--- config.mk ---
export PLATFORM = sky130hd
export DESIGN_NAME = rbes_front
export DESIGN_NICKNAME = d
export VERILOG_FILES = /design/src/rtl/core/rbes_pkg.sv /design/src/rtl/core/rbes_front.sv
export SDC_FILE = /design/constraint.sdc
export NUM_CORES = 1
export LEC_CHECK = 0
export ABC_CLOCK_PERIOD_IN_PS = 19600
export BUFFER_PORTS_ARGS = -buffer_cell sky130_fd_sc_hd__buf_2
export CORE_AREA = 4 4 252 254
export CTS_CLUSTER_DIAMETER = 100
export DETAILED_ROUTE_END_ITERATION = 8
export DIE_AREA = 0 0 256 258
export SYNTH_ARGS = -nofsm -noshare
export SYNTH_HDL_FRONTEND = slang
export SYNTH_SLANG_ARGS = --single-unit
--- constraint.sdc ---
create_clock -name i_clk -period 19.6 [get_ports i_clk]
set_input_delay 1.96 -clock i_clk [delete_from_list [all_inputs] [get_ports i_clk]]
set_output_delay 1.96 -clock i_clk [all_outputs]
set_load 0.02 [all_outputs]
--- src/rtl/core/rbes_pkg.sv ---
// Shared types, constants and fixed-point helpers for the rigid body step block.
package rbes_pkg;

    // Input event codes
    localparam logic [2:0] K_TICK  = 3'd0;
    localparam logic [2:0] K_COLL  = 3'd1;
    localparam logic [2:0] K_FORCE = 3'd2;
    localparam logic [2:0] K_IMP   = 3'd3;
    localparam logic [2:0] K_ANG   = 3'd4;
    localparam logic [2:0] K_ZERO  = 3'd5;

    // Queue between front and back
    localparam int QDEPTH = 2;
    localparam int QPW    = $clog2(QDEPTH);

    // Register reset values
    localparam logic [30:0] MASS_RST  = 31'd65536;
    localparam logic [30:0] GRAV_RST  = 31'd642253;
    localparam logic [30:0] MAXSP_RST = 31'd458752;
    localparam logic [16:0] REST_RST  = 17'd19661;
    localparam logic [16:0] GFRIC_RST = 17'd52429;
    localparam logic [16:0] ADAMP_RST = 17'd62259;
    localparam logic [16:0] SDAMP_RST = 17'd65536;

    localparam logic [17:0]        ONE_Q16   = 18'd65536;
    localparam logic signed [31:0] HALF_Q16  = 32'sd32768;
    localparam logic signed [32:0] ONE_Q30   = 33'sd1073741824;
    localparam logic [63:0]        SPIN_THR  = 64'd4294967;

    localparam logic signed [71:0] S32_MAX = 72'sd2147483647;
    localparam logic signed [71:0] S32_MIN = -72'sd2147483648;

    typedef enum logic [2:0] {
        OP_TICK, OP_COLL, OP_FORCE, OP_IMP, OP_ANG, OP_ZERO
    } t_op;

    typedef enum logic [2:0] {
        CR_MASS, CR_GRAV, CR_MAXSP, CR_REST, CR_GFRIC, CR_ADAMP, CR_SDAMP, CR_ENABLE
    } t_creg;

    typedef struct packed {
        logic [30:0] mass;
        logic [30:0] grav;
        logic [30:0] max_speed;
        logic [16:0] restitution;
        logic [16:0] ground_friction;
        logic [16:0] air_damping;
        logic [16:0] spin_damping;
        logic        enabled;
    } t_cfg;

    typedef struct packed {
        t_op              op;
        logic [16:0]      dt;
        logic [2:0][31:0] vec;
        logic [3:0][31:0] quat;
    } t_item;

    typedef enum logic {IOP_DIV, IOP_SQRT} t_iop;

    typedef struct packed {
        logic        start;
        t_iop        op;
        logic [63:0] num;
        logic [31:0] den;
        logic [63:0] rad;
    } t_ireq;

    typedef struct packed {
        logic        done;
        logic [31:0] quo;
        logic [31:0] root;
    } t_iresp;

    typedef enum logic [1:0] {I_IDLE, I_DIV, I_SQRT, I_FIN} t_ist;

    typedef enum logic [4:0] {
        B_IDLE, B_CNEG, B_CDOT, B_CP, B_CK, B_CGF, B_IMP,
        B_TGM, B_TACC, B_TVEL, B_TAIR, B_TL2, B_TLIM, B_TSQ, B_TCM, B_TCD,
        B_TPOS, B_TS2, B_TD, B_TR, B_TSH, B_TN2, B_TNS, B_TQN, B_TSD, B_TOUT
    } t_bst;

    // Hamilton product terms, component = step / 4 (x, y, z, w)
    // quaternion operand, delta operand (3 selects the unit w term), negate
    localparam logic [1:0] RT_Q [16] = '{
        2'd3, 2'd0, 2'd1, 2'd2, 2'd3, 2'd0, 2'd1, 2'd2,
        2'd3, 2'd0, 2'd1, 2'd2, 2'd3, 2'd0, 2'd1, 2'd2};
    localparam logic [1:0] RT_D [16] = '{
        2'd0, 2'd3, 2'd2, 2'd1, 2'd1, 2'd2, 2'd3, 2'd0,
        2'd2, 2'd1, 2'd0, 2'd3, 2'd3, 2'd0, 2'd1, 2'd2};
    localparam logic RT_NEG [16] = '{
        1'b0, 1'b0, 1'b0, 1'b1, 1'b0, 1'b1, 1'b0, 1'b0,
        1'b0, 1'b0, 1'b1, 1'b0, 1'b0, 1'b1, 1'b1, 1'b1};

    function automatic logic signed [31:0] sat32(input logic signed [71:0] x);
        if (x > S32_MAX) begin
            return 32'sh7fffffff;
        end else if (x < S32_MIN) begin
            return 32'sh80000000;
        end
        return x[31:0];
    endfunction

    function automatic logic signed [71:0] sx32(input logic signed [31:0] x);
        return {{40{x[31]}}, x};
    endfunction

    // Arithmetic right shift rounding toward zero
    function automatic logic signed [71:0] tz_shr(input logic signed [71:0] x,
                                                  input logic [4:0] sh);
        logic signed [71:0] bias;
        bias = x[71] ? ((72'sd1 <<< sh) - 72'sd1) : 72'sd0;
        return (x + bias) >>> sh;
    endfunction

endpackage

--- src/rtl/core/rbes_front.sv ---
// Front end: accepts items, drops no-op events and queues the rest for the back end.
module rbes_front (
    input  logic               i_clk,
    input  logic               i_rst_n,
    input  rbes_pkg::t_cfg     i_cfg,
    input  logic               i_in_valid,
    output logic               o_in_stall,
    input  logic [2:0]         i_kind,
    input  logic [16:0]        i_delta_time,
    input  logic signed [31:0] i_vec_x,
    input  logic signed [31:0] i_vec_y,
    input  logic signed [31:0] i_vec_z,
    input  logic signed [31:0] i_quat_x,
    input  logic signed [31:0] i_quat_y,
    input  logic signed [31:0] i_quat_z,
    input  logic signed [31:0] i_quat_w,
    output logic               o_item_valid,
    output rbes_pkg::t_item    o_item,
    input  logic               i_pop
);
    import rbes_pkg::*;

    t_item          r_mem [QDEPTH];
    logic [QPW-1:0] r_wp, n_wp, r_rp, n_rp;
    logic [QPW:0]   r_cnt, n_cnt;
    t_item          w_item;
    logic           w_keep, w_push, w_pop;

    // Classify the event
    always_comb begin
        w_item.dt   = i_delta_time;
        w_item.vec  = {i_vec_z, i_vec_y, i_vec_x};
        w_item.quat = {i_quat_w, i_quat_z, i_quat_y, i_quat_x};
        w_item.op   = OP_TICK;
        w_keep      = 1'b1;
        unique case (i_kind)
            K_TICK:  begin w_item.op = OP_TICK; w_keep = i_cfg.enabled; end
            K_COLL:  w_item.op = OP_COLL;
            K_FORCE: w_item.op = OP_FORCE;
            K_IMP:   w_item.op = OP_IMP;
            K_ANG:   w_item.op = OP_ANG;
            K_ZERO:  w_item.op = OP_ZERO;
            default: w_keep = 1'b0;
        endcase
    end

    assign o_in_stall   = (r_cnt == (QPW+1)'(QDEPTH));
    assign w_push       = i_in_valid && !o_in_stall && w_keep;
    assign w_pop        = i_pop && (r_cnt != '0);
    assign o_item_valid = (r_cnt != '0);
    assign o_item       = r_mem[r_rp];

    // Queue pointers
    always_comb begin
        n_wp  = w_push ? QPW'(r_wp + 1'b1) : r_wp;
        n_rp  = w_pop ? QPW'(r_rp + 1'b1) : r_rp;
        n_cnt = r_cnt + (QPW+1)'(w_push) - (QPW+1)'(w_pop);
    end

    always_ff @(posedge i_clk) begin
        if (!i_rst_n) begin
            r_wp  <= '0;
            r_rp  <= '0;
            r_cnt <= '0;
        end else begin
            r_wp  <= n_wp;
            r_rp  <= n_rp;
            r_cnt <= n_cnt;
        end
    end

    always_ff @(posedge i_clk) begin
        if (w_push) begin
            r_mem[r_wp] <= w_item;
        end
    end

endmodule

==> results.sh <==
export IMPL_drive_above_1_share=0.5785
export IMPL_layout_commonest_cell="buf_2"
export IMPL_syn_inst=791
export IMPL_start_util=0.2916
export IMPL_path_max_fanout=82
export IMPL_cp_data_arrival_time_ns=2.97
export IMPL_hold_path_depth=2
export IMPL_fp_dieH_um=258
export IMPL_rows=91
export IMPL_tightest_slew_ns=1.353
export IMPL_worstSetupPathType="reg -> out"
export IMPL_final_hold_violation_count=0
export IMPL_post_route_drc_count=0
export IMPL_coreArea_mm2=0.06126
export IMPL_hpwl_um=28970
export IMPL_worstHoldStart="r_wp"
export IMPL_numClockSinks=493
export IMPL_area_delta_synth_final_pct=28.96
export IMPL_synth_warnings=0
export IMPL_synth_distinct_cells=20
export IMPL_vias=9260
export IMPL_antenna_found_initial=8
export IMPL_post_route_util=0.3761
export IMPL_critPathCaptureType="primary output"
export IMPL_whs_ns=0.5060
export IMPL_fin_crit_sh=0.2516
export IMPL_num_io_pins=656
export IMPL_cts_buffer_depth=3
export IMPL_firstDrtPassIters=4
export IMPL_clock_latency_ns=0.58
export IMPL_min_period_ns=4.931
export IMPL_cts_buffers=56
export IMPL_final_cell_mix="buf_2, edfxtp_1, mux2_2, clkbuf_16, mux2_1"
export IMPL_critical_path_required_ns=17.64
export IMPL_syn_nets=1203
export IMPL_ys_ff_latch=493
export IMPL_numPortBuffers=494
export IMPL_nets=1735
export IMPL_p_leak_nw=8.406
export IMPL_ir_drop_mv=0.08679
export IMPL_grt_use_total=0.1230
export IMPL_cts_setup_buffers=0
export IMPL_powerDensity_mw_per_mm2=138.7
export IMPL_viasPerCell=4.279
export IMPL_tns_ns=0
export IMPL_first_global_vias=10020
export IMPL_cap_violations=0
export IMPL_die_x_um=256
export IMPL_finalSetupViolCount=0
export IMPL_drt_total_wl_um=42410
export IMPL_timing_fmax_mhz=202.8
export IMPL_p_total_mw=3.196
export IMPL_post_drt_wl_per_cell_um=19.60
export IMPL_drv_slew=0
export IMPL_grt_pass1_wl_um=62440
export IMPL_grt_overflow_total=0
export IMPL_place_congestion=0.7508
export IMPL_tritoncts="built"
export IMPL_relSlewSlack=0.09792
export IMPL_cts_resized=0
export IMPL_h_tree_depth=2
export IMPL_ys_seq_area_frac=0.8259
export IMPL_rsz0062_at_grt="false"
export IMPL_drtIter0Drc=420
export IMPL_ff2ff_path_depth=4
export IMPL_ctsRootBufferMaster="clkbuf_16"
export IMPL_ant_nets=0
export IMPL_r2r_start="r_cnt[1]"
export IMPL_clk_pin_slew_ns=0.06
export IMPL_status="finished, final reports clean"
export IMPL_die_area_mm2=0.06605
export IMPL_start_kind="flip-flop"
export IMPL_skew_ns=0.01583
export IMPL_n_fill_cell=5733
export IMPL_hold_path_class="reg -> reg"
export IMPL_grt_max_degree=153
export IMPL_holdBufCountCts=0
export IMPL_syn_area_mm2=0.01786
export IMPL_postSynthAreaPerCell_um2=22.58
## stage by stage
step	instances	area, um2	worst slack, ns
3_3_place_gp	2055	21240	15.16
2_1_floorplan	791	17860	6.427
6_report	2164	23040	14.67
5_1_grt	2161	23030	14.46
4_1_cts	2159	23030	14.52
3_5_place_dp	2055	21240	15.13
## worst max-delay path: stages (launching register included)
cell and delay [ns]:
dfxtp_4 0.74, buf_4 0.91, mux2_2 0.44, buf_2 0.17
## synthesized netlist by cell type (all sizes together)
master | number | share of area
edfxtp | 488 | 0.82
mux2 | 244 | 0.15
buf | 27 | 0.0099
dfxtp | 5 | 0.0056
nor2 | 5 | 0.0011
and2 | 3 | 0.0011
inv | 3 | 0.00063
nand2 | 3 | 0.00063
nor2b | 3 | 0.0011
ha | 2 | 0.0014
mux2i | 1 | 0.00056
nand4b | 1 | 0.0013
nor3 | 1 | 0.00028
o21a | 1 | 0.00042
or2 | 1 | 0.00035
or4 | 1 | 0.00063
xnor2 | 1 | 0.00049
xor2 | 1 | 0.00049
## flip-flops by register name, summed over array words and instances, names as in the netlist, named ones only
name   count
r_rp       1
r_cnt      2
r_wp       1
r_mem    488
## kinds of logic after synthesis
kind of cell | share of synthesized area
AOI/OAI and AO/OA | 0.0004204
adders and majority gates | 0.001401
buffers and inverters | 0.01058
xor gates and xnor gates | 0.0009807
and+or+nand+nor | 0.006373
muxes | 0.1544
DFF | 0.8259
## cell type report
class	instances	area, um2	share of cell area
antenna	5	12.51	0.0005431
inverter	3	11.26	0.0004888
timing repair buffer	501	2550	0.1107
sequential	493	14760	0.6406
clock inverter	28	262.8	0.01141
clock buffer	76	1519	0.06593
multi-input combinational	268	2937	0.1275
tap	790	988.4	0.04290
## final timing paths
path                   endpoint  slack [ns]
hold reg to reg            r_wp        0.51
hold / removal             r_wp        0.51
setup reg to reg  r_mem[0][116]       16.73
setup / recovery    o_item[104]       14.67
## layer usage
| metal | GRT usage | routed length, um | vias up |
|---|---|---|---|
| met1 | 0.1431 | 16390 | 4570 |
| li1 | - | - | 4239 |
| met5 | 0 | 42 | - |
| met3 | 0.05511 | 4392 | 83 |
| met2 | 0.2033 | 20480 | 362 |
| met4 | 0.04205 | 1106 | 6 |
## power breakdown
group | internal [mW] | total [mW] | leakage, nW | switching, mW
Sequential | 1.31 | 1.34 | 4.55 | 0.0383
Clock | 0.596 | 1.00 | 0.868 | 0.406
Combinational | 0.316 | 0.850 | 2.99 | 0.534
Total | 2.22 | 3.20 | 8.41 | 0.978
(Power assumes the default switching activity.)
