`src/rtl/core/rbes_pkg.sv`:
```
// Shared types, constants and fixed-point helpers for the rigid body step block.
package rbes_pkg;

    // Input event codes
    localparam logic [2:0] K_TICK  = 3'd0;
    localparam logic [2:0] K_COLL  = 3'd1;
    localparam logic [2:0] K_FORCE = 3'd2;
    localparam logic [2:0] K_IMP   = 3'd3;
    localparam logic [2:0] K_ANG   = 3'd4;
    localparam logic [2:0] K_ZERO  = 3'd5;

    // Queue between front and back
    localparam int QDEPTH = 2;
    localparam int QPW    = $clog2(QDEPTH);

    // Register reset values
    localparam logic [30:0] MASS_RST  = 31'd65536;
    localparam logic [30:0] GRAV_RST  = 31'd642253;
    localparam logic [30:0] MAXSP_RST = 31'd458752;
    localparam logic [16:0] REST_RST  = 17'd19661;
    localparam logic [16:0] GFRIC_RST = 17'd52429;
    localparam logic [16:0] ADAMP_RST = 17'd62259;
    localparam logic [16:0] SDAMP_RST = 17'd65536;

    localparam logic [17:0]        ONE_Q16   = 18'd65536;
    localparam logic signed [31:0] HALF_Q16  = 32'sd32768;
    localparam logic signed [32:0] ONE_Q30   = 33'sd1073741824;
    localparam logic [63:0]        SPIN_THR  = 64'd4294967;

    localparam logic signed [71:0] S32_MAX = 72'sd2147483647;
    localparam logic signed [71:0] S32_MIN = -72'sd2147483648;

    typedef enum logic [2:0] {
        OP_TICK, OP_COLL, OP_FORCE, OP_IMP, OP_ANG, OP_ZERO
    } t_op;

    typedef enum logic [2:0] {
        CR_MASS, CR_GRAV, CR_MAXSP, CR_REST, CR_GFRIC, CR_ADAMP, CR_SDAMP, CR_ENABLE
    } t_creg;

    typedef struct packed {
        logic [30:0] mass;
        logic [30:0] grav;
        logic [30:0] max_speed;
        logic [16:0] restitution;
        logic [16:0] ground_friction;
        logic [16:0] air_damping;
        logic [16:0] spin_damping;
        logic        enabled;
    } t_cfg;

    typedef struct packed {
        t_op              op;
        logic [16:0]      dt;
        logic [2:0][31:0] vec;
        logic [3:0][31:0] quat;
    } t_item;

    typedef enum logic {IOP_DIV, IOP_SQRT} t_iop;

    typedef struct packed {
        logic        start;
        t_iop        op;
        logic [63:0] num;
        logic [31:0] den;
        logic [63:0] rad;
    } t_ireq;

    typedef struct packed {
        logic        done;
        logic [31:0] quo;
        logic [31:0] root;
    } t_iresp;

    typedef enum logic [1:0] {I_IDLE, I_DIV, I_SQRT, I_FIN} t_ist;

    typedef enum logic [4:0] {
        B_IDLE, B_CNEG, B_CDOT, B_CP, B_CK, B_CGF, B_IMP,
        B_TGM, B_TACC, B_TVEL, B_TAIR, B_TL2, B_TLIM, B_TSQ, B_TCM, B_TCD,
        B_TPOS, B_TS2, B_TD, B_TR, B_TSH, B_TN2, B_TNS, B_TQN, B_TSD, B_TOUT
    } t_bst;

    // Hamilton product terms, component = step / 4 (x, y, z, w)
    // quaternion operand, delta operand (3 selects the unit w term), negate
    localparam logic [1:0] RT_Q [16] = '{
        2'd3, 2'd0, 2'd1, 2'd2, 2'd3, 2'd0, 2'd1, 2'd2,
        2'd3, 2'd0, 2'd1, 2'd2, 2'd3, 2'd0, 2'd1, 2'd2};
    localparam logic [1:0] RT_D [16] = '{
        2'd0, 2'd3, 2'd2, 2'd1, 2'd1, 2'd2, 2'd3, 2'd0,
        2'd2, 2'd1, 2'd0, 2'd3, 2'd3, 2'd0, 2'd1, 2'd2};
    localparam logic RT_NEG [16] = '{
        1'b0, 1'b0, 1'b0, 1'b1, 1'b0, 1'b1, 1'b0, 1'b0,
        1'b0, 1'b0, 1'b1, 1'b0, 1'b0, 1'b1, 1'b1, 1'b1};

    function automatic logic signed [31:0] sat32(input logic signed [71:0] x);
        if (x > S32_MAX) begin
            return 32'sh7fffffff;
        end else if (x < S32_MIN) begin
            return 32'sh80000000;
        end
        return x[31:0];
    endfunction

    function automatic logic signed [71:0] sx32(input logic signed [31:0] x);
        return {{40{x[31]}}, x};
    endfunction

    // Arithmetic right shift rounding toward zero
    function automatic logic signed [71:0] tz_shr(input logic signed [71:0] x,
                                                  input logic [4:0] sh);
        logic signed [71:0] bias;
        bias = x[71] ? ((72'sd1 <<< sh) - 72'sd1) : 72'sd0;
        return (x + bias) >>> sh;
    endfunction

endpackage

```
`src/rtl/core/rbes_iter.sv`:
```
// Shared iterative unit: signed-by-unsigned divide (one quotient bit per cycle) and integer sqrt.
module rbes_iter (
    input  logic             i_clk,
    input  logic             i_rst_n,
    input  rbes_pkg::t_ireq  i_req,
    output rbes_pkg::t_iresp o_resp
);
    import rbes_pkg::*;

    t_ist        r_st, n_st;
    logic [5:0]  r_cnt, n_cnt;
    logic [63:0] r_num, n_num;
    logic [63:0] r_quo, n_quo;
    logic [63:0] r_bit, n_bit;
    logic [32:0] r_rem, n_rem;
    logic [31:0] r_den, n_den;
    logic        r_neg, n_neg;
    logic [32:0] w_rs;
    logic [63:0] w_trial;
    logic [31:0] w_mlo;

    always_ff @(posedge i_clk) begin
        if (!i_rst_n) begin
            r_st <= I_IDLE;
        end else begin
            r_st <= n_st;
        end
    end

    always_ff @(posedge i_clk) begin
        r_cnt <= n_cnt;
        r_num <= n_num;
        r_quo <= n_quo;
        r_bit <= n_bit;
        r_rem <= n_rem;
        r_den <= n_den;
        r_neg <= n_neg;
    end

    always_comb begin
        n_st    = r_st;
        n_cnt   = r_cnt;
        n_num   = r_num;
        n_quo   = r_quo;
        n_bit   = r_bit;
        n_rem   = r_rem;
        n_den   = r_den;
        n_neg   = r_neg;
        w_rs    = {r_rem[31:0], r_num[63]};
        w_trial = r_quo + r_bit;
        w_mlo   = r_quo[31:0];

        // Saturated signed quotient
        o_resp.done = 1'b0;
        o_resp.root = r_quo[31:0];
        if (!r_neg) begin
            o_resp.quo = (r_quo > 64'd2147483647) ? 32'h7fffffff : w_mlo;
        end else begin
            o_resp.quo = (r_quo > 64'd2147483648) ? 32'h80000000 : 32'(32'd0 - w_mlo);
        end

        unique case (r_st)
            I_IDLE: begin
                n_cnt = '0;
                if (i_req.start) begin
                    if (i_req.op == IOP_DIV) begin
                        n_neg = i_req.num[63];
                        n_num = i_req.num[63] ? 64'(64'd0 - i_req.num) : i_req.num;
                        n_den = i_req.den;
                        n_rem = '0;
                        n_quo = '0;
                        n_st  = I_DIV;
                    end else begin
                        n_neg = 1'b0;
                        n_num = i_req.rad;
                        n_quo = '0;
                        n_bit = 64'h4000_0000_0000_0000;
                        n_st  = I_SQRT;
                    end
                end
            end
            I_DIV: begin
                // restoring step
                if (w_rs >= {1'b0, r_den}) begin
                    n_rem = w_rs - {1'b0, r_den};
                    n_quo = {r_quo[62:0], 1'b1};
                end else begin
                    n_rem = w_rs;
                    n_quo = {r_quo[62:0], 1'b0};
                end
                n_num = {r_num[62:0], 1'b0};
                n_cnt = r_cnt + 6'd1;
                if (r_cnt == 6'd63) begin
                    n_st = I_FIN;
                end
            end
            I_SQRT: begin
                if (r_num >= w_trial) begin
                    n_num = r_num - w_trial;
                    n_quo = (r_quo >> 1) + r_bit;
                end else begin
                    n_quo = r_quo >> 1;
                end
                n_bit = r_bit >> 2;
                n_cnt = r_cnt + 6'd1;
                if (r_cnt == 6'd31) begin
                    n_st = I_FIN;
                end
            end
            I_FIN: begin
                o_resp.done = 1'b1;
                n_st        = I_IDLE;
            end
        endcase
    end

endmodule

```
`config.mk`:
```
export PLATFORM = sky130hd
export DESIGN_NAME = rbes_iter
export DESIGN_NICKNAME = d
export VERILOG_FILES = /design/src/rtl/core/rbes_pkg.sv /design/src/rtl/core/rbes_iter.sv
export SDC_FILE = /design/constraint.sdc
export NUM_CORES = 1
export LEC_CHECK = 0
export ABC_AREA = 1
export BUFFER_PORTS_ARGS = -buffer_cell sky130_fd_sc_hd__buf_4
export CAP_MARGIN = 10
export CORE_MARGIN = 2
export CORE_UTILIZATION = 30
export CTS_CLUSTER_DIAMETER = 60
export DETAILED_ROUTE_END_ITERATION = 7
export GPL_TIMING_DRIVEN = 1
export PLACE_DENSITY = 0.47
export SYNTH_ARGS = -nofsm -noshare
export SYNTH_HDL_FRONTEND = slang
export SYNTH_SLANG_ARGS = --single-unit
```
`constraint.sdc`:
```
create_clock -name i_clk -period 7.2 [get_ports i_clk]
set_input_delay 0.36 -clock i_clk [delete_from_list [all_inputs] [get_ports i_clk]]
set_output_delay 0.36 -clock i_clk [all_outputs]
set_load 0.02 [all_outputs]
```
==> run summary <==
I/O Buffers -> 228
CP Capture Type -> register
Clock root cell -> clkbuf_16
Yosys Warn Count -> 0
Synth top area share -> 23.1%
Avg Inst Size Synth -> 5.94 um2
Drt drc -> 0
Layout overhead on the synthesized area -> 14.7%
Die width -> 321 um
Core area -> 0.0997 mm2
Met2 Use GR -> 43.4%
CTS tree -> done
Final hold violations -> 0
P_leak -> 16.1 nW
Gpl congestion -> 0.981
Seq/Total Area, Yosys -> 23.2%
Tot GR Track Use -> 26.0%
Post-layout instance area -> 0.0345 mm2
Crit path launch -> r_quo[20]
Worst Skew -> 0.0386 ns
Pin count of the biggest net entering global routing -> 69
Dpl hpwl -> 113000 um
Total routed wirelength -> 137000 um
Num CTS Buffers -> 40
Fin. max-slew vios -> 0
Maximum clock rate -> 0.158 GHz
Dominant synthesized flop cell -> edfxtp_1
Met1 global-route usage -> 35.9%
Cells after Synth -> 5069
Yosys reg bits -> 233
Area of the multi-input gates -> 0.0195 mm2
HP Start -> i_req[40]
Min Tclk post-route -> 6.32 ns
Top cells by area, synth -> edfxtp_1 (23%), nand2_1 (20%), inv_1 (8.8%), nor2_1 (7.4%), ha_1 (7.0%)
DRT Pass-1 Iters -> 6
Clock Latency Late Sink -> 0.61 ns
GR Overflow Total -> 0
Nets -> 5563
Power per standard cell area -> 520 mW/mm2
Outcome -> finished clean
Max-Cap Viols -> 0
Synth cell types -> 55
Starting DRT DRC Count -> 2875
Clock sink total -> 233
RSZ-0062 raised after global routing -> no
Syn Nets -> 5404
Post-CTS Resized -> 0
Normalized max-slew margin -> 30.6%
Non-Filler Instances -> 6557
Critical path data required time -> 7.43 ns
Htree depth -> 2
Final setup violation count -> 0
Drt wl/cell -> 20.9 um
Clock tree buffer depth -> 3
Worst Tran Pin Value -> 1.04 ns
Placed cell areas -> 0.0328 mm2
Vias in the first global route -> 31900
Io pins -> 229
GRT met3 Usage -> 2.92%
Crit Reg-Reg Startpoint -> r_quo[20]
Worst-path fanout max -> 64
Most Crowded Layer GR -> met2
TNS Setup -> 0 ns
Most common cell in the netlist -> nand2_1
Synthesized cell area -> 0.0301 mm2
Number of flops mapped to enable cells by yosys -> 231
Critical path type -> register to register
Global-route wire length before repair -> 204000 um
Rows -> 116
Fill count -> 11300
Starting Density -> 30.2%
Die ar. -> 0.103 mm2
HP Class -> input pin to register
Clk slew on worst S/H paths -> 0.06 ns
ANT nets after route -> 0
Synth area leader -> edfxtp_1
Top post-synthesis cells by count -> nand2_1 (1627), inv_1 (703), nor2_1 (592), o21ai_0 (362), nand3_1 (313)
Placed cells -> 6451
Via Count -> 33500
Startpoint Class -> register
Reg area -> 0.00698 mm2
WHS -> 0.110 ns
Worst VDD drop -> 0.249 mV
CP arrival -> 6.55 ns
Final period utilization -> 87.8%
Post-DR vias/cell -> 5.11
Fraction of registers with async set/reset -> 0%
Antenna Cells -> 0
Die Ht -> 321 um
Initial antenna violation count -> 1
Layout cells sized above 1 -> 7.47%
[path summary, 6_finish.rpt]
| path | to | slack [ns] | cells after the start |
|---|---|---|---|
| max reg2reg | r_num[17] | 0.88 | 20 |
| max | r_num[17] | 0.88 | 20 |
| min | r_num[40] | 0.11 | 3 |
| min reg2reg | r_bit[36] | 0.58 | 2 |
[metal layers]
metal / part of all wire (%) / vias to the layer above
li1: - / 16700
met1: 46 / 15600
met2: 46 / 1039
met3: 5.4 / 135
met4: 2.2 / 0
met5: 0 / -
[repair_timing]
action                    4_1_cts  5_1_grt
hold endpoints to repair       34        0
setup buffers                   0        0
hold buffers                   33        0
[per-stage QoR]
step	power, mW	worst slack, ns	utilization, %
after CTS	17.9	1.02	34.6
after detailed placement	15.8	1.03	32.9
after global placement	15.9	1.07	32.9
final	17.9	0.880	34.6
after global routing	19.4	0.535	34.6
after floorplan	11.3	1.76	-
[cell usage in the layout (no fill, tap or decap), types with 9 or more instances in the layout]
master | synthesis | routed
nor3_1 | 54 | 54
nand3b_1 | 20 | 20
inv_6 | 0 | 9
dlygate4sd3_1 | 0 | 33
clkbuf_16 | 0 | 40
a31oi_1 | 9 | 9
xnor2_1 | 55 | 55
buf_4 | 42 | 265
nor2_1 | 592 | 590
nor4_1 | 34 | 34
inv_2 | 13 | 16
inv_1 | 703 | 701
xor2_1 | 117 | 117
edfxtp_1 | 231 | 231
o21ai_1 | 48 | 48
a21oi_1 | 311 | 310
o21bai_1 | 31 | 31
nand2_1 | 1627 | 1627
nand3_1 | 313 | 313
o211ai_1 | 19 | 19
ha_1 | 169 | 166
o21ai_0 | 362 | 362
nand4_1 | 89 | 89
[critical path: stages (launching register included)]
cell,delay [ns]
edfxtp_1,0.70
ha_1,0.51
nand2_1,0.11
o21ai_0,0.40
nand2_1,0.16
o211ai_1,0.35
nand2_1,0.10
nand2_1,0.31
xnor2_1,0.31
ha_1,0.45
nand2_1,0.11
nor2_1,0.22
nand2_1,0.22
nor2_1,0.19
nand3_1,0.15
nand3_2,0.13
nand2_4,0.34
nand3_2,0.52
nand2_1,0.12
inv_2,0.09
buf_12,0.26
[registers in the layout, summed over array words and instances (netlist names)]
register	cells
r_num	64
r_st	2
r_rem	32
r_quo	64
r_cnt	6
r_bit	32
r_den	32
r_neg	1
[cell type report]
| cell class | instances | share of cell area (%) |
|---|---|---|
| Clock inverter | 29 | 0.935 |
| Sequential cell | 233 | 20.2 |
| Clock buffer | 44 | 2.94 |
| Timing Repair Buffer | 299 | 6.78 |
| Multi-Input combinational cell | 3936 | 56.6 |
| Inverter | 718 | 7.81 |
| Tap cell | 1298 | 4.71 |
[cells by family (layout without fill, tap and decap cells)]
| group | after synthesis | in the layout | synth area share, % |
|---|---|---|---|
| buffers and inverters | 900 | 1090 | 12.1 |
| and+or+nand+nor | 2770 | 2770 | 37.9 |
| adders and majority gates | 171 | 171 | 7.16 |
| DFF | 233 | 233 | 23.2 |
| xor gates and xnor gates | 172 | 172 | 5.01 |
| AOI/OAI and AO/OA | 823 | 823 | 14.6 |
[power breakdown]
| part | leakage [nW] | internal, mW | switching [mW] |
|---|---|---|---|
| logic | 13.1 | 3.78 | 9.11 |
| clock network | 0.639 | 1.16 | 0.801 |
| registers | 2.35 | 2.29 | 0.799 |
(Power assumes the default switching activity.)
